### src/hw/rtl/tse_pkg.sv
`timescale 1ns / 1ps

package tse_pkg;

    localparam int LEN_W       = 16;
    localparam int QUEUE_DEPTH = 4;
    localparam int QPTR_W      = $clog2(QUEUE_DEPTH);
    localparam int QCNT_W      = $clog2(QUEUE_DEPTH + 1);

    // tls framing constants
    localparam logic [7:0] TLS_HANDSHAKE   = 8'h16;
    localparam logic [7:0] TLS_MAJOR       = 8'h03;
    localparam logic [7:0] HS_CLIENT_HELLO = 8'h01;
    localparam logic [7:0] NAME_HOST       = 8'h00;
    localparam logic [15:0] EXT_SNI        = 16'h0000;
    localparam logic [15:0] HELLO_FIXED    = 16'd34;   // version + random
    localparam logic [15:0] MIN_PKT        = 16'd9;
    localparam logic [15:0] MIN_SNI_EXT    = 16'd5;

    typedef enum logic [1:0] {
        ST_NAME  = 2'd0,
        ST_NONE  = 2'd1,
        ST_TRUNC = 2'd2
    } status_t;

    typedef enum logic [4:0] {
        PH_IDLE,
        PH_HDR,
        PH_RANDOM,
        PH_SID_LEN,
        PH_SID,
        PH_CS_HI,
        PH_CS_LO,
        PH_CS,
        PH_CM_LEN,
        PH_CM,
        PH_EXT_HI,
        PH_EXT_LO,
        PH_ET_HI,
        PH_ET_LO,
        PH_EL_HI,
        PH_EL_LO,
        PH_EXT_BODY,
        PH_NL_HI,
        PH_NL_LO,
        PH_NT,
        PH_NN_HI,
        PH_NN_LO,
        PH_NAME_SKIP,
        PH_EMIT,
        PH_DONE,
        PH_FAIL
    } phase_t;

    typedef struct packed {
        logic [7:0] name_byte;
        status_t    status;
        logic       result_last;
    } result_t;

endpackage

### src/hw/rtl/tse_pkt_if.sv
`timescale 1ns / 1ps

interface tse_pkt_if;
    logic        valid;
    logic        ready;
    logic [7:0]  data_byte;
    logic        first_byte;
    logic        last_byte;
    logic [15:0] packet_length;

    modport source (output valid, data_byte, first_byte, last_byte, packet_length,
                    input ready);
    modport sink (input valid, data_byte, first_byte, last_byte, packet_length,
                  output ready);
endinterface

### src/hw/rtl/tse_res_if.sv
`timescale 1ns / 1ps

interface tse_res_if;
    logic       valid;
    logic       ready;
    logic [7:0] name_byte;
    logic [1:0] status;
    logic       result_last;

    modport source (output valid, name_byte, status, result_last, input ready);
    modport sink (input valid, name_byte, status, result_last, output ready);
endinterface

### src/hw/rtl/tse_parser.sv
`timescale 1ns / 1ps

module tse_parser (
    input  logic             clk,
    input  logic             rst_n,
    tse_pkt_if.sink          pkt,
    output logic             res_valid,
    input  logic             res_ready,
    output tse_pkg::result_t res_data
);
    import tse_pkg::*;

    phase_t            phase_reg, phase_next, ph_cur;
    logic [LEN_W-1:0]  pos_reg, pos_next, pos_cur;
    logic [LEN_W-1:0]  field_reg, field_next, field_cur, field_dec;
    logic [LEN_W-1:0]  ext_end_reg, ext_end_next, ext_end_cur;
    logic [LEN_W-1:0]  nl_end_reg, nl_end_next, nl_end_cur;
    logic [LEN_W-1:0]  ext_rem_reg, ext_rem_next, ext_rem_cur, ext_rem_dec;
    logic [LEN_W-1:0]  total_reg, total_next, total_cur;
    logic [LEN_W-1:0]  hold_reg, hold_next, hold_cur;
    logic              sni_reg, sni_next, sni_cur;
    logic              host_reg, host_next, host_cur;

    logic              accept, active, has_res, emit, fin;
    logic [7:0]        b;
    logic [LEN_W:0]    q, q_sum;
    logic [LEN_W-1:0]  len16;
    logic [23:0]       len24;

    function automatic logic fits(logic [LEN_W:0] at, logic [23:0] need,
                                  logic [LEN_W-1:0] lim);
        logic [24:0] s;
        s = {{(24-LEN_W){1'b0}}, at} + {1'b0, need};
        return s <= {{(25-LEN_W){1'b0}}, lim};
    endfunction

    function automatic phase_t ext_loop(logic [LEN_W:0] at, logic [LEN_W-1:0] ee);
        return fits(at, 24'd4, ee) ? PH_ET_HI : PH_FAIL;
    endfunction

    function automatic phase_t name_loop(logic [LEN_W:0] at, logic [LEN_W-1:0] nle,
                                         logic [LEN_W-1:0] er, logic [LEN_W-1:0] ee);
        phase_t r;
        if (fits(at, 24'd3, nle))
        begin
            r = PH_NT;
        end
        else if (er == '0)
        begin
            r = ext_loop(at, ee);
        end
        else
        begin
            r = PH_EXT_BODY;
        end
        return r;
    endfunction

    function automatic logic [7:0] to_lower(logic [7:0] c);
        return (c >= 8'h41 && c <= 8'h5A) ? c + 8'h20 : c;
    endfunction

    assign b        = pkt.data_byte;
    assign pkt.ready = res_ready;
    assign accept   = pkt.valid && res_ready;
    assign active   = pkt.first_byte || (phase_reg != PH_IDLE);

    // a first beat restarts the parse at the record header (or fails a packet shorter than MIN_PKT)
    always_comb
    begin
        if (pkt.first_byte)
        begin
            ph_cur      = (pkt.packet_length < MIN_PKT) ? PH_FAIL : PH_HDR;
            pos_cur     = '0;
            field_cur   = '0;
            ext_end_cur = '0;
            nl_end_cur  = '0;
            ext_rem_cur = '0;
            total_cur   = pkt.packet_length;
            hold_cur    = '0;
            sni_cur     = 1'b0;
            host_cur    = 1'b0;
        end
        else
        begin
            ph_cur      = phase_reg;
            pos_cur     = pos_reg;
            field_cur   = field_reg;
            ext_end_cur = ext_end_reg;
            nl_end_cur  = nl_end_reg;
            ext_rem_cur = ext_rem_reg;
            total_cur   = total_reg;
            hold_cur    = hold_reg;
            sni_cur     = sni_reg;
            host_cur    = host_reg;
        end
    end

    assign q           = {1'b0, pos_cur} + 1'b1;
    assign len16       = {hold_cur[7:0], b};
    assign len24       = {hold_cur, b};
    assign q_sum       = q + {1'b0, len16};
    assign field_dec   = (field_cur != '0) ? field_cur - 1'b1 : '0;
    assign ext_rem_dec = (ext_rem_cur != '0) ? ext_rem_cur - 1'b1 : '0;

    // next state
    always_comb
    begin
        phase_next   = ph_cur;
        field_next   = field_cur;
        ext_end_next = ext_end_cur;
        nl_end_next  = nl_end_cur;
        ext_rem_next = ext_rem_cur;
        total_next   = total_cur;
        hold_next    = hold_cur;
        sni_next     = sni_cur;
        host_next    = host_cur;

        unique case (ph_cur)
            PH_HDR:
            begin
                priority if (pos_cur == 16'd0 && b != TLS_HANDSHAKE)
                begin
                    phase_next = PH_FAIL;
                end
                else if (pos_cur == 16'd1 && b != TLS_MAJOR)
                begin
                    phase_next = PH_FAIL;
                end
                else if (pos_cur == 16'd3 || pos_cur == 16'd6)
                begin
                    hold_next = {8'h00, b};
                end
                else if (pos_cur == 16'd4)
                begin
                    if (!fits(17'd5, len24, total_cur))
                    begin
                        phase_next = PH_FAIL;
                    end
                end
                else if (pos_cur == 16'd5 && b != HS_CLIENT_HELLO)
                begin
                    phase_next = PH_FAIL;
                end
                else if (pos_cur == 16'd7)
                begin
                    hold_next = len16;
                end
                else if (pos_cur == 16'd8)
                begin
                    if (!fits(17'd9, len24, total_cur) ||
                        !fits(17'd9, {8'h00, HELLO_FIXED}, total_cur))
                    begin
                        phase_next = PH_FAIL;
                    end
                    else
                    begin
                        field_next = HELLO_FIXED;
                        phase_next = PH_RANDOM;
                    end
                end
                else
                begin
                    phase_next = ph_cur;
                end
            end
            PH_RANDOM:
            begin
                field_next = field_dec;
                if (field_dec == '0)
                begin
                    phase_next = fits(q, 24'd1, total_cur) ? PH_SID_LEN : PH_FAIL;
                end
            end
            PH_SID_LEN, PH_CM_LEN:
            begin
                if (!fits(q, {16'h0000, b}, total_cur))
                begin
                    phase_next = PH_FAIL;
                end
                else if (b == 8'h00)
                begin
                    phase_next = fits(q, 24'd2, total_cur) ?
                                 ((ph_cur == PH_SID_LEN) ? PH_CS_HI : PH_EXT_HI) : PH_FAIL;
                end
                else
                begin
                    field_next = {8'h00, b};
                    phase_next = (ph_cur == PH_SID_LEN) ? PH_SID : PH_CM;
                end
            end
            PH_SID, PH_CM:
            begin
                field_next = field_dec;
                if (field_dec == '0)
                begin
                    phase_next = fits(q, 24'd2, total_cur) ?
                                 ((ph_cur == PH_SID) ? PH_CS_HI : PH_EXT_HI) : PH_FAIL;
                end
            end
            PH_CS_HI, PH_EXT_HI, PH_ET_HI, PH_EL_HI:
            begin
                hold_next  = {8'h00, b};
                phase_next = phase_t'(ph_cur + 5'd1);
            end
            PH_CS_LO:
            begin
                if (!fits(q, {8'h00, len16}, total_cur))
                begin
                    phase_next = PH_FAIL;
                end
                else if (len16 == '0)
                begin
                    phase_next = fits(q, 24'd1, total_cur) ? PH_CM_LEN : PH_FAIL;
                end
                else
                begin
                    field_next = len16;
                    phase_next = PH_CS;
                end
            end
            PH_CS:
            begin
                field_next = field_dec;
                if (field_dec == '0)
                begin
                    phase_next = fits(q, 24'd1, total_cur) ? PH_CM_LEN : PH_FAIL;
                end
            end
            PH_EXT_LO:
            begin
                if (!fits(q, {8'h00, len16}, total_cur))
                begin
                    phase_next = PH_FAIL;
                end
                else
                begin
                    ext_end_next = q_sum[LEN_W-1:0];
                    phase_next   = ext_loop(q, q_sum[LEN_W-1:0]);
                end
            end
            PH_ET_LO:
            begin
                sni_next   = (len16 == EXT_SNI);
                phase_next = PH_EL_HI;
            end
            PH_EL_LO:
            begin
                if (!fits(q, {8'h00, len16}, ext_end_cur))
                begin
                    phase_next = PH_FAIL;
                end
                else
                begin
                    ext_rem_next = len16;
                    priority if (sni_cur)
                    begin
                        phase_next = (len16 < MIN_SNI_EXT) ? PH_FAIL : PH_NL_HI;
                    end
                    else if (len16 == '0)
                    begin
                        phase_next = ext_loop(q, ext_end_cur);
                    end
                    else
                    begin
                        phase_next = PH_EXT_BODY;
                    end
                end
            end
            PH_EXT_BODY:
            begin
                ext_rem_next = ext_rem_dec;
                if (ext_rem_dec == '0)
                begin
                    phase_next = ext_loop(q, ext_end_cur);
                end
            end
            PH_NL_HI, PH_NN_HI:
            begin
                ext_rem_next = ext_rem_dec;
                hold_next    = {8'h00, b};
                phase_next   = phase_t'(ph_cur + 5'd1);
            end
            PH_NL_LO:
            begin
                ext_rem_next = ext_rem_dec;
                if (len16 > ext_rem_dec)
                begin
                    phase_next = PH_FAIL;
                end
                else
                begin
                    nl_end_next = q_sum[LEN_W-1:0];
                    phase_next  = name_loop(q, q_sum[LEN_W-1:0], ext_rem_dec, ext_end_cur);
                end
            end
            PH_NT:
            begin
                ext_rem_next = ext_rem_dec;
                host_next    = (b == NAME_HOST);
                phase_next   = PH_NN_HI;
            end
            PH_NN_LO:
            begin
                ext_rem_next = ext_rem_dec;
                priority if (!fits(q, {8'h00, len16}, nl_end_cur))
                begin
                    phase_next = PH_FAIL;
                end
                else if (host_cur && len16 != '0)
                begin
                    field_next = len16;
                    phase_next = PH_EMIT;
                end
                else if (len16 == '0)
                begin
                    phase_next = name_loop(q, nl_end_cur, ext_rem_dec, ext_end_cur);
                end
                else
                begin
                    field_next = len16;
                    phase_next = PH_NAME_SKIP;
                end
            end
            PH_NAME_SKIP:
            begin
                ext_rem_next = ext_rem_dec;
                field_next   = field_dec;
                if (field_dec == '0)
                begin
                    phase_next = name_loop(q, nl_end_cur, ext_rem_dec, ext_end_cur);
                end
            end
            PH_EMIT:
            begin
                field_next = field_dec;
                if (field_dec == '0)
                begin
                    phase_next = PH_DONE;
                end
            end
            default:
            begin
                phase_next = ph_cur;
            end
        endcase

        if (pkt.last_byte)
        begin
            phase_next = PH_IDLE;
        end
        pos_next = q[LEN_W] ? '1 : q[LEN_W-1:0];
    end

    // result for this beat
    always_comb
    begin
        emit    = (ph_cur == PH_EMIT);
        fin     = (field_dec == '0);
        has_res = active && (emit || (pkt.last_byte && ph_cur != PH_DONE));
        res_data.name_byte   = 8'h00;
        res_data.status      = ST_NONE;
        res_data.result_last = 1'b1;
        if (emit && !(pkt.last_byte && !fin))
        begin
            res_data.name_byte   = to_lower(b);
            res_data.status      = ST_NAME;
            res_data.result_last = fin;
        end
        else if (emit)
        begin
            res_data.status = ST_TRUNC;
        end
    end

    assign res_valid = accept && has_res;

    always_ff @(posedge clk or negedge rst_n)
    begin
        if (!rst_n)
        begin
            phase_reg   <= PH_IDLE;
            pos_reg     <= '0;
            field_reg   <= '0;
            ext_end_reg <= '0;
            nl_end_reg  <= '0;
            ext_rem_reg <= '0;
            total_reg   <= '0;
            hold_reg    <= '0;
            sni_reg     <= 1'b0;
            host_reg    <= 1'b0;
        end
        else if (accept && active)
        begin
            phase_reg   <= phase_next;
            pos_reg     <= pos_next;
            field_reg   <= field_next;
            ext_end_reg <= ext_end_next;
            nl_end_reg  <= nl_end_next;
            ext_rem_reg <= ext_rem_next;
            total_reg   <= total_next;
            hold_reg    <= hold_next;
            sni_reg     <= sni_next;
            host_reg    <= host_next;
        end
    end

endmodule

### src/hw/rtl/tse_queue.sv
`timescale 1ns / 1ps

module tse_queue (
    input  logic             clk,
    input  logic             rst_n,
    input  logic             push_valid,
    output logic             push_ready,
    input  tse_pkg::result_t push_data,
    tse_res_if.source        res
);
    import tse_pkg::*;

    result_t             mem [QUEUE_DEPTH];
    logic [QPTR_W-1:0]   wr_ptr_reg, rd_ptr_reg;
    logic [QCNT_W-1:0]   count_reg, count_next;
    logic                do_push, do_pop;
    result_t             head;

    assign push_ready = (count_reg != QCNT_W'(QUEUE_DEPTH));
    assign do_push    = push_valid && push_ready;
    assign do_pop     = res.valid && res.ready;

    assign head            = mem[rd_ptr_reg];
    assign res.valid       = (count_reg != '0);
    assign res.name_byte   = head.name_byte;
    assign res.status      = head.status;
    assign res.result_last = head.result_last;

    always_comb
    begin
        count_next = count_reg;
        if (do_push && !do_pop)
        begin
            count_next = count_reg + 1'b1;
        end
        else if (do_pop && !do_push)
        begin
            count_next = count_reg - 1'b1;
        end
    end

    always_ff @(posedge clk)
    begin
        if (do_push)
        begin
            mem[wr_ptr_reg] <= push_data;
        end
    end

    always_ff @(posedge clk or negedge rst_n)
    begin
        if (!rst_n)
        begin
            wr_ptr_reg <= '0;
            rd_ptr_reg <= '0;
            count_reg  <= '0;
        end
        else
        begin
            if (do_push)
            begin
                wr_ptr_reg <= (wr_ptr_reg == QPTR_W'(QUEUE_DEPTH - 1)) ? '0 : wr_ptr_reg + 1'b1;
            end
            if (do_pop)
            begin
                rd_ptr_reg <= (rd_ptr_reg == QPTR_W'(QUEUE_DEPTH - 1)) ? '0 : rd_ptr_reg + 1'b1;
            end
            count_reg <= count_next;
        end
    end

endmodule

### src/hw/rtl/tls_sni_extractor_unit.sv
`timescale 1ns / 1ps

// channel  dir  beat contents
// -------  ---  ----------------------------------------------------
// pkt      in   data_byte, first_byte, last_byte, packet_length
// res      out  name_byte, status, result_last
//
// one payload byte per cycle while the result queue has room; the parser decides a beat in the cycle it is taken
// a result is written into a 4-beat queue as its byte is taken and reaches res from the queue head
// pkt stalls only while that queue is full; res may stall freely
// rst_n clears the parser to idle and empties the queue

module tls_sni_extractor_unit (
    input  logic      clk,
    input  logic      rst_n,
    tse_pkt_if.sink   pkt,
    tse_res_if.source res
);
    import tse_pkg::*;

    logic    push_valid;
    logic    push_ready;
    result_t push_data;

    tse_parser u_parser (
        .clk       (clk),
        .rst_n     (rst_n),
        .pkt       (pkt),
        .res_valid (push_valid),
        .res_ready (push_ready),
        .res_data  (push_data)
    );

    tse_queue u_queue (
        .clk        (clk),
        .rst_n      (rst_n),
        .push_valid (push_valid),
        .push_ready (push_ready),
        .push_data  (push_data),
        .res        (res)
    );

endmodule
### src/flat_wrapper.sv
// flat-port wrapper written by rule: the top's interface ports become plain ports
module tls_sni_extractor_unit_flat import tse_pkg::*;
  (clk, rst_n, pkt_valid, pkt_data_byte, pkt_first_byte, pkt_last_byte, pkt_packet_length, pkt_ready, res_valid, res_name_byte, res_status, res_result_last, res_ready);
  tse_pkt_if pkt_i ();
  tse_res_if res_i ();
  input  logic clk;
  input  logic rst_n;
  input wire logic [$bits(pkt_i.valid)-1:0] pkt_valid;
  input wire logic [$bits(pkt_i.data_byte)-1:0] pkt_data_byte;
  input wire logic [$bits(pkt_i.first_byte)-1:0] pkt_first_byte;
  input wire logic [$bits(pkt_i.last_byte)-1:0] pkt_last_byte;
  input wire logic [$bits(pkt_i.packet_length)-1:0] pkt_packet_length;
  output wire logic [$bits(pkt_i.ready)-1:0] pkt_ready;
  output wire logic [$bits(res_i.valid)-1:0] res_valid;
  output wire logic [$bits(res_i.name_byte)-1:0] res_name_byte;
  output wire logic [$bits(res_i.status)-1:0] res_status;
  output wire logic [$bits(res_i.result_last)-1:0] res_result_last;
  input wire logic [$bits(res_i.ready)-1:0] res_ready;
  assign pkt_i.valid = pkt_valid;
  assign pkt_i.data_byte = pkt_data_byte;
  assign pkt_i.first_byte = pkt_first_byte;
  assign pkt_i.last_byte = pkt_last_byte;
  assign pkt_i.packet_length = pkt_packet_length;
  assign pkt_ready = pkt_i.ready;
  assign res_valid = res_i.valid;
  assign res_name_byte = res_i.name_byte;
  assign res_status = res_i.status;
  assign res_result_last = res_i.result_last;
  assign res_i.ready = res_ready;
  tls_sni_extractor_unit u_core (.clk(clk), .rst_n(rst_n), .pkt(pkt_i), .res(res_i));
endmodule
### config.mk
export PLATFORM = sky130hd
export DESIGN_NAME = tls_sni_extractor_unit_flat
export DESIGN_NICKNAME = d
export VERILOG_FILES = /design/src/hw/rtl/tse_pkg.sv /design/src/hw/rtl/tse_pkt_if.sv /design/src/hw/rtl/tse_res_if.sv /design/src/hw/rtl/tse_parser.sv /design/src/hw/rtl/tse_queue.sv /design/src/hw/rtl/tls_sni_extractor_unit.sv /design/src/flat_wrapper.sv
export SDC_FILE = /design/constraint.sdc
export NUM_CORES = 1
export LEC_CHECK = 0
export ABC_AREA = 1
export BUFFER_PORTS_ARGS = -buffer_cell sky130_fd_sc_hd__buf_4
export CAP_MARGIN = 20
export CORE_UTILIZATION = 55
export CTS_CLUSTER_SIZE = 14
export DETAILED_ROUTE_END_ITERATION = 8
export PLACE_DENSITY = 0.71
export SETUP_SLACK_MARGIN = 0.2
export SLEW_MARGIN = 20
export SYNTH_ARGS = -nofsm -noshare
export SYNTH_HDL_FRONTEND = slang
export SYNTH_HIERARCHICAL = 1
export SYNTH_SLANG_ARGS = --single-unit
### constraint.sdc
create_clock -name clk -period 5.33 [get_ports clk]
set_clock_uncertainty 0.15 [all_clocks]
set_input_delay 0.7995 -clock clk [delete_from_list [all_inputs] [get_ports clk]]
set_output_delay 0.7995 -clock clk [all_outputs]
set_load 0.05 [all_outputs]
# == Word level (Yosys, flattened, before mapping) ==
# Memories as Yosys holds them, arrays and structs flattened.
# Cells that the tools add are included.
# classes
muxes,97
add_sub_neg,18
reduce_logical,42
n_eq_ne,37
order_cmp,18
# ops
cell,n
16-bit 2-to-1 mux,35
5-bit 2-to-1 mux,39
25-bit by 16-bit less-or-equal comparator with 1-bit output,6
18-bit by 16-bit less-or-equal comparator with 1-bit output,6
16-bit one-hot mux with 5 select lines,1
5-bit one-hot mux with 16 select lines,1
"16-bit by 3-bit equality test with 1-bit output, second input constant",4
16-bit zero test,4
16-bit one-hot mux with 2 select lines,2
16-bit nonzero test,3
"5-bit by 4-bit equality test with 1-bit output, second input constant",8
"5-bit equality test, second input constant",8
"17-bit by 2-bit adder with 18-bit output, second input constant",2
"16-bit by 1-bit subtractor with 16-bit output, second input constant",2
"3-bit by 24-bit adder with 25-bit output, first input constant",1
"4-bit by 24-bit adder with 25-bit output, first input constant",1
"5-bit by 3-bit equality test with 1-bit output, second input constant",4
"17-bit by 1-bit adder with 18-bit output, second input constant",1
17-bit by 16-bit adder with 18-bit output,1
"17-bit by 3-bit adder with 18-bit output, second input constant",1
17-bit by 8-bit adder with 18-bit output,1
"16-bit by 1-bit adder with 17-bit output, second input constant",1
16-bit adder,1
"16-bit by 1-bit equality test with 1-bit output, second input constant",1
36 further kinds,78
# word_totals
regBits,126
in_bits,30
ramBits,44
out_inout_bits,13
elab_cells,226
n_memories,1
# memory_table
memory,words,word_bits,rd,rd_ports_with_merged_regs,write_ports,line,source
u_core.u_queue.mem,4,11,1,0,1,tse_queue.sv:13,result_t mem [QUEUE_DEPTH];

# == Longest topological paths before layout ==
# Gate-level depths: netlist of run 1.
# depth
depth_word,15
depth_mapped,41
depth_no_buf,38

# == Cells and area by module ==
# The synthesis of run 1 kept the hierarchy.
# by_module_without_submodules
module,cells_each,area_each_um2,n_inst
tse_parser,3040,18763.0,1
tse_queue,187,2220.9,1

# == Worst setup path after synthesis of run 1 ==
# Ideal clock, no wire load.
# synth_timing
kind,in2reg
startpoint,input pkt_first_byte
endpoint,register u_core.u_parser.field_reg[11]
t_required_ns,5.062
arrival_ns,6.270
path_buffers,6
setup_time_ns,0.118
setup_slack_ns,-1.208
stages,38
cell_sequence,buf_6 buf_6 clkbuf_1 buf_1 nor2_1 ha_1 nand3_1 nor2_4 nand2_1 nand2_1 clkbuf_1 inv_1 ha_1 nand2_1 inv_1 a21oi_1 o21ai_0 nand2_1 [2 not listed] nor2_1 nand3_1 xor2_1 ha_1 nand2_1 nor3_1 nand2_1 o21ai_0 nand3_2 nor2_4 inv_2 buf_4 nand3_1 o2111ai_1 a21oi_1 nand2_1 nand3_1 nand2_1
# synth_between
elab_chain_len,14
elab_cells_between_ends,67
classes_between,5 x add/sub; 5 x order compare; 18 x eq/ne; 23 x mux; 16 x reduce/logical
# synth_lines
element,line,source
start: declaration,flat_wrapper.sv:10,input wire logic [$bits(pkt_i.first_byte)-1:0] pkt_first_byte;
16-bit 2-to-1 mux,tse_parser.sv:71,if (pkt.first_byte)
4-bit by 24-bit adder with 25-bit output,tse_parser.sv:33,"s = {{(24-LEN_W){1'b0}}, at} + {1'b0, need};"
25-bit by 16-bit less-or-equal comparator with 1-bit output,tse_parser.sv:34,"return s <= {{(25-LEN_W){1'b0}}, lim};"
1-bit zero test,tse_parser.sv:151,"if (!fits(17'd9, len24, total_cur) ||"
1-bit logical OR,tse_parser.sv:151,
16-bit 2-to-1 mux,tse_parser.sv:151,
16-bit 2-to-1 mux,tse_parser.sv:149,else if (pos_cur == 16'd8)
16-bit 2-to-1 mux,tse_parser.sv:145,else if (pos_cur == 16'd7)
16-bit 2-to-1 mux,tse_parser.sv:141,else if (pos_cur == 16'd5 && b != HS_CLIENT_HELLO)
16-bit 2-to-1 mux,tse_parser.sv:134,else if (pos_cur == 16'd4)
16-bit 2-to-1 mux,tse_parser.sv:130,else if (pos_cur == 16'd3 || pos_cur == 16'd6)
16-bit 2-to-1 mux,tse_parser.sv:126,else if (pos_cur == 16'd1 && b != TLS_MAJOR)
16-bit 2-to-1 mux,tse_parser.sv:122,priority if (pos_cur == 16'd0 && b != TLS_HANDSHAKE)
16-bit one-hot mux with 5 select lines,tse_parser.sv:119,unique case (ph_cur)
end signal: assignment,tse_parser.sv:397,field_reg <= field_next;
end: declaration,tse_parser.sv:15,"logic [LEN_W-1:0] field_reg, field_next, field_cur, field_dec;"
# Several ways; a longest one is shown, not always the timed one.
# A chain may end at the register's enable or synchronous reset.

# == Worst setup path after layout of run 1 ==
# layout_timing
startpoint,input pkt_first_byte
endpoint,register u_core.u_parser.field_reg[12]
# Same word-level chain as after synthesis.

==> results.py, run 1 <==
metrics = {
    "setup_path": {
        "path_class": "in -> reg",
        "crit_path_max_incr_delay_ns": 0.54,
        "r2r-start": "u_core/u_parser/pos_reg[0]",
        "slowest_stage": "buf_4",
        "worstSetupEndpoint": "u_core/u_parser/field_reg[12]",
        "cp_num_buf_inv": 6,
        "worstPathCellList": "buf_4 > inv_4 > buf_6 > buf_4 > buf_4 > nand3_1 > nor2_1 > nand2_1 > nor2_1 > xor2_1 > ha_1 > inv_1 > o21bai_1 > a21oi_1 > nand3_1 > nand2_1 > nand3_4 > nand3_1 > o211ai_1 > a21oi_1 > o21ai_0 > o21bai_1 > nand2_1",
        "startpoint": "pkt_first_byte",
        "ff2ff_setup_slack_ns": 0.44,
        "rr_endpoint": "u_core/u_parser/ext_rem_reg[10]",
        "crit_path_end_kind": "flip-flop",
        "required_ns": 5.56,
        "cp_num_cells": 23,
        "critical-path-top-delay-family": "simple AND/OR/NAND/NOR gates",
        "rr_worst_depth": 28,
        "cp.arrival_ns": 5.16,
        "cp_max_fo": 47,
        "cp-start-kind": "primary input",
    },
    "layout": {
        "area_delta_synth_final_pct": 16.6,
        "regArea_um2": 4480,
        "final_cell_area_um2": 24500,
        "multiInputGateArea_um2": 14800,
        "layout_commonest_cell": "nand2_1",
        "fill_cells": 3498,
        "top_register": "u_core/u_queue/mem",
        "largest_reg_flops": 44,
        "layout_common_cells": "852 x nand2_1, 362 x inv_1, 335 x nor2_1, 316 x buf_4, 232 x nand3_1",
        "finalNetCount": 3752,
        "layout-drive-gt1-share_pct": 16.1,
        "diodes": 0,
    },
    "logic_synthesis": {
        "syn_nets": 3498,
        "yosys_warnings": 6,
        "postSynthCellCount": 3227,
        "ys_types": 62,
        "ys.flop_type": "dfrtp_1",
        "yosysSeqAreaShare_pct": 21.3,
        "synth.avg_cell_area_um2": 6.50,
        "ys_async_sr_fraction_pct": 74.1,
        "synth_area_um2": 21000,
        "ys_seq_elements": 170,
        "synth-edff-count": 44,
    },
    "drt": {
        "vias_per_cell": 5.94,
        "ant_nets": 0,
        "dr.pass1.iters": 9,
        "drt-initial-drc-count": 2459,
        "finalWirelength_um": 80300,
        "remaining_drc_errors": 0,
        "wl_per_cell_um": 20.1,
        "vias": 23800,
    },
    "grt": {
        "grt_pass1_vias": 22500,
        "grtUsageTotal_pct": 41.4,
        "grt_pass1_wl_um": 123000,
        "grt_max_degree": 79,
        "gr-total-overflow": 0,
        "antenna_found_initial": 0,
    },
    "clock_tree": {
        "root_buffer": "clkbuf_16",
        "cts_buffer_depth": 2,
        "cts-hold-fix-buffers": 0,
        "cts_sinks": 170,
        "clk_latency_ns": 0.50,
        "path_clk_slew_ns": 0.07,
        "htree_levels": 4,
        "tritoncts.num_buffers": 17,
        "cts_tree": "yes",
    },
    "place": {
        "placed_area_um2": 23600,
        "port_buffers": 42,
        "dp_slack_ns": -0.267,
        "place.gp.congestion": 1.06,
        "dp_hpwl_um": 62900,
    },
    "timing": {
        "timing.final.ws_setup_ns": 0.394,
        "period_share_pct": 92.6,
        "final-setup-viol-count": 0,
        "slew_viol_final": 0,
        "rsz0062_at_grt": "yes",
        "hold_viol_final": 0,
        "worst_pin_slew_ns": 1.05,
        "layout_min_cycle_time_ns": 4.94,
        "max_slew_margin_pct": 29.2,
        "fmax_mhz": 203,
    },
    "pwr": {
        "ir_worst_vdd_v": 0.000624,
        "leakage_nw": 12.7,
        "p_per_area_nw_per_um2": 555,
    },
    "job": {
        "drv_cap": 0,
    },
    "floorplan": {
        "num_rows": 71,
        "core-area_um2": 37600,
        "die_area_um2": 38900,
        "die_w_um": 197,
        "start_util_pct": 55.8,
        "fp.dieH_um": 197,
        "ios": 43,
    },
    "run_status": {
        "status": "completed",
    },
    "worst_hold_path": {
        "hold_class": "in -> async",
    },
}
==> per-layer routing <==
| metal | routed length [um] | vias to the layer above | track usage (%) |
|---|---|---|---|
| met2 | 35000 | 1249 | 64.7 |
| met4 | 3370 | 0 | 18.1 |
| li1 | - | 11300 | - |
| met1 | 33600 | 11100 | 55.9 |
| met3 | 8330 | 214 | 7.07 |
| met5 | 0 | - | 0 |
==> worst register-to-register path: cells and delay by family (launching register included) <==
family,cells,cell delay (ns)
compound gates,4,0.56
xor+xnor,1,0.27
fa+ha+maj,3,1.00
buf+inv,9,1.09
flops,1,0.35
simple gates,11,1.37
==> synth_stat cells, drive strengths merged (44+ instances only) <==
cell type	count	area share [%]
a21oi	204	4.9
buf	47	1.9
dfrtp	126	15
edfxtp	44	6.3
ha	239	14
inv	384	6.9
nand2	912	17
nand3	260	6.8
nand4	72	2.2
nor2	381	7.7
o21ai	207	5.1
xor2	92	3.8
==> metrics by stage <==
step                utilization [%]  power, W  std cells  TNS (ns)  hold slack [ns]
floorplan                         -   0.00842       3227     -3.56            0.298
global placement               62.7    0.0115       3964     -4.41            0.311
detailed placement             62.7    0.0118       3964     -5.67            0.316
CTS                            64.2    0.0131       3996         0           0.0550
global route                   65.1    0.0147       4005         0           0.0781
finish                         65.1    0.0136       4005         0           0.0719
==> worst min-delay path by stage <==
stage | from | end | slack, ns
after detailed placement | u_core/u_parser/nl_end_reg[1] | u_core/u_parser/nl_end_reg[1] | 0.32
final | rst_n | u_core/u_parser/total_reg[8] | 0.07
after global routing | rst_n | u_core/u_parser/total_reg[2] | 0.08
after global placement | u_core/u_parser/ext_end_reg[11] | u_core/u_parser/ext_end_reg[11] | 0.31
after floorplan | u_core/u_parser/total_reg[1] | u_core/u_parser/total_reg[1] | 0.30
after CTS | rst_n | u_core/u_parser/total_reg[2] | 0.05
==> where the power goes <==
part | switching (W) | internal [W] | total, W
Clock | 0.000627 | 0.000627 | 0.00125
Sequential | 0.000377 | 0.00172 | 0.00210
Combinational | 0.00651 | 0.00372 | 0.0102
==> layout make-up <==
cell class | instances | share of cell area [%]
clock buffers | 18 | 1.80
clock inverters | 14 | 0.506
inverters | 392 | 6.05
multi-input cells | 2578 | 60.7
flip-flops and latches | 170 | 18.3
well taps | 511 | 2.61
repair buffers | 322 | 10.1
==> logic make-up after synthesis <==
| family | synth area share [%] |
|---|---|
| AND/OR/NAND/NOR | 35.6 |
| AO/OA/AOI/OAI | 14.8 |
| buffers and inverters | 9.66 |
| adder cells (fa/ha/maj) | 14.4 |
| flip-flops | 21.3 |
| XOR/XNOR | 4.09 |
| multiplexers | 0.0954 |
==> timing repair <==
action	CTS	global route
endpoints found under the setup margin	1	53
gates cloned	0	0
resized for setup	1	56
pin swaps	0	17
setup buffers	0	8
Note: power is estimated with default switching activity, not from simulation.
==> run 2: changes to the inputs <==
--- a/config.mk
+++ b/config.mk
@@ -8,11 +8,12 @@
 export ABC_AREA = 1
 export BUFFER_PORTS_ARGS = -buffer_cell sky130_fd_sc_hd__buf_4
 export CAP_MARGIN = 20
-export CORE_UTILIZATION = 55
+export CORE_UTILIZATION = 40
 export CTS_CLUSTER_SIZE = 14
 export DETAILED_ROUTE_END_ITERATION = 8
-export PLACE_DENSITY = 0.71
+export PLACE_DENSITY = 0.54
 export SETUP_SLACK_MARGIN = 0.2
+export SKIP_LAST_GASP = 1
 export SLEW_MARGIN = 20
 export SYNTH_ARGS = -nofsm -noshare
 export SYNTH_HDL_FRONTEND = slang
==> run 2 against run 1 <==
Sequential power about the same. Non-clock buffer count grew 96. Hold slack improved by 0.077 ns. Cell area up 6.0%. Fmax is 0.54% lower. Global-route usage down 8.3 points. Routed wire length increased by 10%. Die area up 37%. Clock power grew 13%. Largest power group unchanged.
==> results.py, run 2 (synthesis gave the netlist of run 1 again) <==
metrics = {
    "drt": {
        "vias_per_cell": 5.54,
        "finalWirelength_um": 88700,
        "ant_nets": 0,
        "remaining_drc_errors": 0,
        "vias": 23700,
        "wl_per_cell_um": 20.8,
        "drt-initial-drc-count": 2253,
        "dr.pass1.iters": 6,
    },
    "timing": {
        "hold_viol_final": 0,
        "slew_viol_final": 0,
        "period_share_pct": 93.1,
        "timing.final.ws_setup_ns": 0.367,
        "final-setup-viol-count": 0,
        "rsz0062_at_grt": "no",
        "layout_min_cycle_time_ns": 4.96,
        "fmax_mhz": 202,
        "holdWs_ns": 0.149,
        "max_slew_margin_pct": 49.4,
        "worst_pin_slew_ns": 0.759,
    },
    "run_status": {
        "status": "completed",
    },
    "place": {
        "dp_hpwl_um": 70300,
        "dp_slack_ns": -0.474,
        "place.gp.congestion": 0.998,
        "dp.cells": 4210,
        "port_buffers": 42,
    },
    "floorplan": {
        "die_area_um2": 53400,
        "num_rows": 83,
        "ios": 43,
        "fp.dieH_um": 231,
        "core-area_um2": 51600,
        "die_w_um": 231,
        "start_util_pct": 40.7,
    },
    "setup_path": {
        "cp.arrival_ns": 5.23,
        "crit_path_end_kind": "flip-flop",
        "crit_path_max_incr_delay_ns": 0.31,
        "cpMostUsedCell": "nand2_1",
        "rr_worst_depth": 35,
        "cp_max_fo": 6,
        "cp-start-kind": "primary input",
        "slowest_stage": "ha_1",
        "r2r-start": "u_core/u_parser/pos_reg[0]",
        "required_ns": 5.59,
        "cp_num_buf_inv": 7,
        "rr_endpoint": "u_core/u_parser/phase_reg[0]",
        "critical-path-top-delay-family": "simple AND/OR/NAND/NOR gates",
        "path_class": "in -> reg",
        "ff2ff_setup_slack_ns": 0.41,
    },
    "layout": {
        "largest_reg_flops": 44,
        "fill_cells": 5259,
        "top_register": "u_core/u_queue/mem",
        "layout_common_cells": "840 x nand2_1, 394 x buf_4, 359 x inv_1, 324 x nor2_1, 228 x ha_1",
        "area_delta_synth_final_pct": 23.5,
        "diodes": 0,
        "multiInputGateArea_um2": 15100,
        "layout-drive-gt1-share_pct": 19.7,
        "layout_commonest_cell": "nand2_1",
        "regArea_um2": 4480,
        "finalNetCount": 3848,
        "final_cells": 4270,
    },
    "grt": {
        "gr-total-overflow": 0,
        "grt_max_degree": 143,
        "grt_pass1_wl_um": 133000,
        "antenna_found_initial": 0,
        "grtUsageTotal_pct": 33.1,
        "grt_pass1_vias": 22300,
    },
    "clock_tree": {
        "htree_levels": 4,
        "tritoncts.num_buffers": 17,
        "cts-hold-fix-buffers": 0,
        "path_clk_slew_ns": 0.09,
        "clk_latency_ns": 0.52,
        "cts_buffer_depth": 2,
        "root_buffer": "clkbuf_16",
        "cts_tree": "yes",
        "cts_sinks": 170,
    },
    "job": {
        "drv_cap": 0,
    },
    "pwr": {
        "p_per_area_nw_per_um2": 566,
        "leakage_nw": 13.3,
        "ir_worst_vdd_v": 0.000357,
    },
    "worst_hold_path": {
        "hold_class": "in -> async",
    },
}
run 2: cell types whose count changed in the layout (fill, tap and decap cells not counted), moves of 6 or more:
| cell | delta |
|---|---|
| nand2_2 | +10 |
| nand3_1 | -6 |
| nor2_1 | -11 |
| buf_12 | +10 |
| a21oi_4 | +6 |
| nand2_1 | -12 |
| buf_6 | +7 |
| buf_4 | +78 |
| nor2_2 | +7 |
run 2: area by class of cell:
cell class                 count  area share, %
multi-input combinational   2578           58.3
sequential                   170           17.3
timing repair buffer         418           12.9
inverter                     392           5.75
tap                          680           3.28
clock buffer                  17           1.64
clock inverter                15          0.796
run 2: report_power, final:
part	internal, W	switching [W]
Clock	0.000652	0.000757
Sequential	0.00172	0.000409
Combinational	0.00425	0.00688
run 2: worst max-delay path by stage:
stage,endpoint,start,slack (ns),cells after the start
floorplan,u_core/u_parser/field_reg[11],pkt_first_byte,-0.22,38
detailed placement,u_core/u_parser/phase_reg[2],pkt_first_byte,-0.47,35
CTS,u_core/u_parser/phase_reg[2],pkt_first_byte,0.15,33
global route,u_core/u_parser/phase_reg[4],pkt_first_byte,0.13,40
finish,u_core/u_parser/phase_reg[0],pkt_first_byte,0.37,37
global placement,u_core/u_parser/phase_reg[4],pkt_first_byte,-0.55,39
run 2: through the flow:
stage | utilization (%) | power (W) | instance area (um2) | setup TNS, ns
floorplan | - | 0.00842 | 21200 | -3.56
global placement | 47.4 | 0.0124 | 24500 | -21.82
detailed placement | 47.4 | 0.0125 | 24500 | -20.23
CTS | 48.7 | 0.0140 | 25100 | 0
global route | 50.2 | 0.0159 | 25900 | 0
finish | 50.2 | 0.0147 | 25900 | 0
run 2: what timing repair did:
action / CTS / global route
cloned: 0 / 1
resized for setup: 10 / 132
setup endpoints to repair: 49 / 53
pin swaps: 2 / 53
buffers inserted: 0 / 27
run 2: layer usage:
metal,global-route usage (%),vias to the layer above,part of all wire [%]
li1,-,11400,-
met1,43.2,11200,43
met2,54.9,897,46
met3,5.00,164,6.9
met4,12.2,0,3.8
met5,0,-,0
run 2: worst reg2reg max path, delay by kind of cell, from the launching register on:
kind | cells | cell delay [ns]
and+or+nand+nor | 21 | 2.13
adders and majority gates | 3 | 0.75
DFF | 1 | 0.36
buffers and inverters | 5 | 0.49
xor gates and xnor gates | 1 | 0.16
AOI/OAI and AO/OA | 5 | 0.80
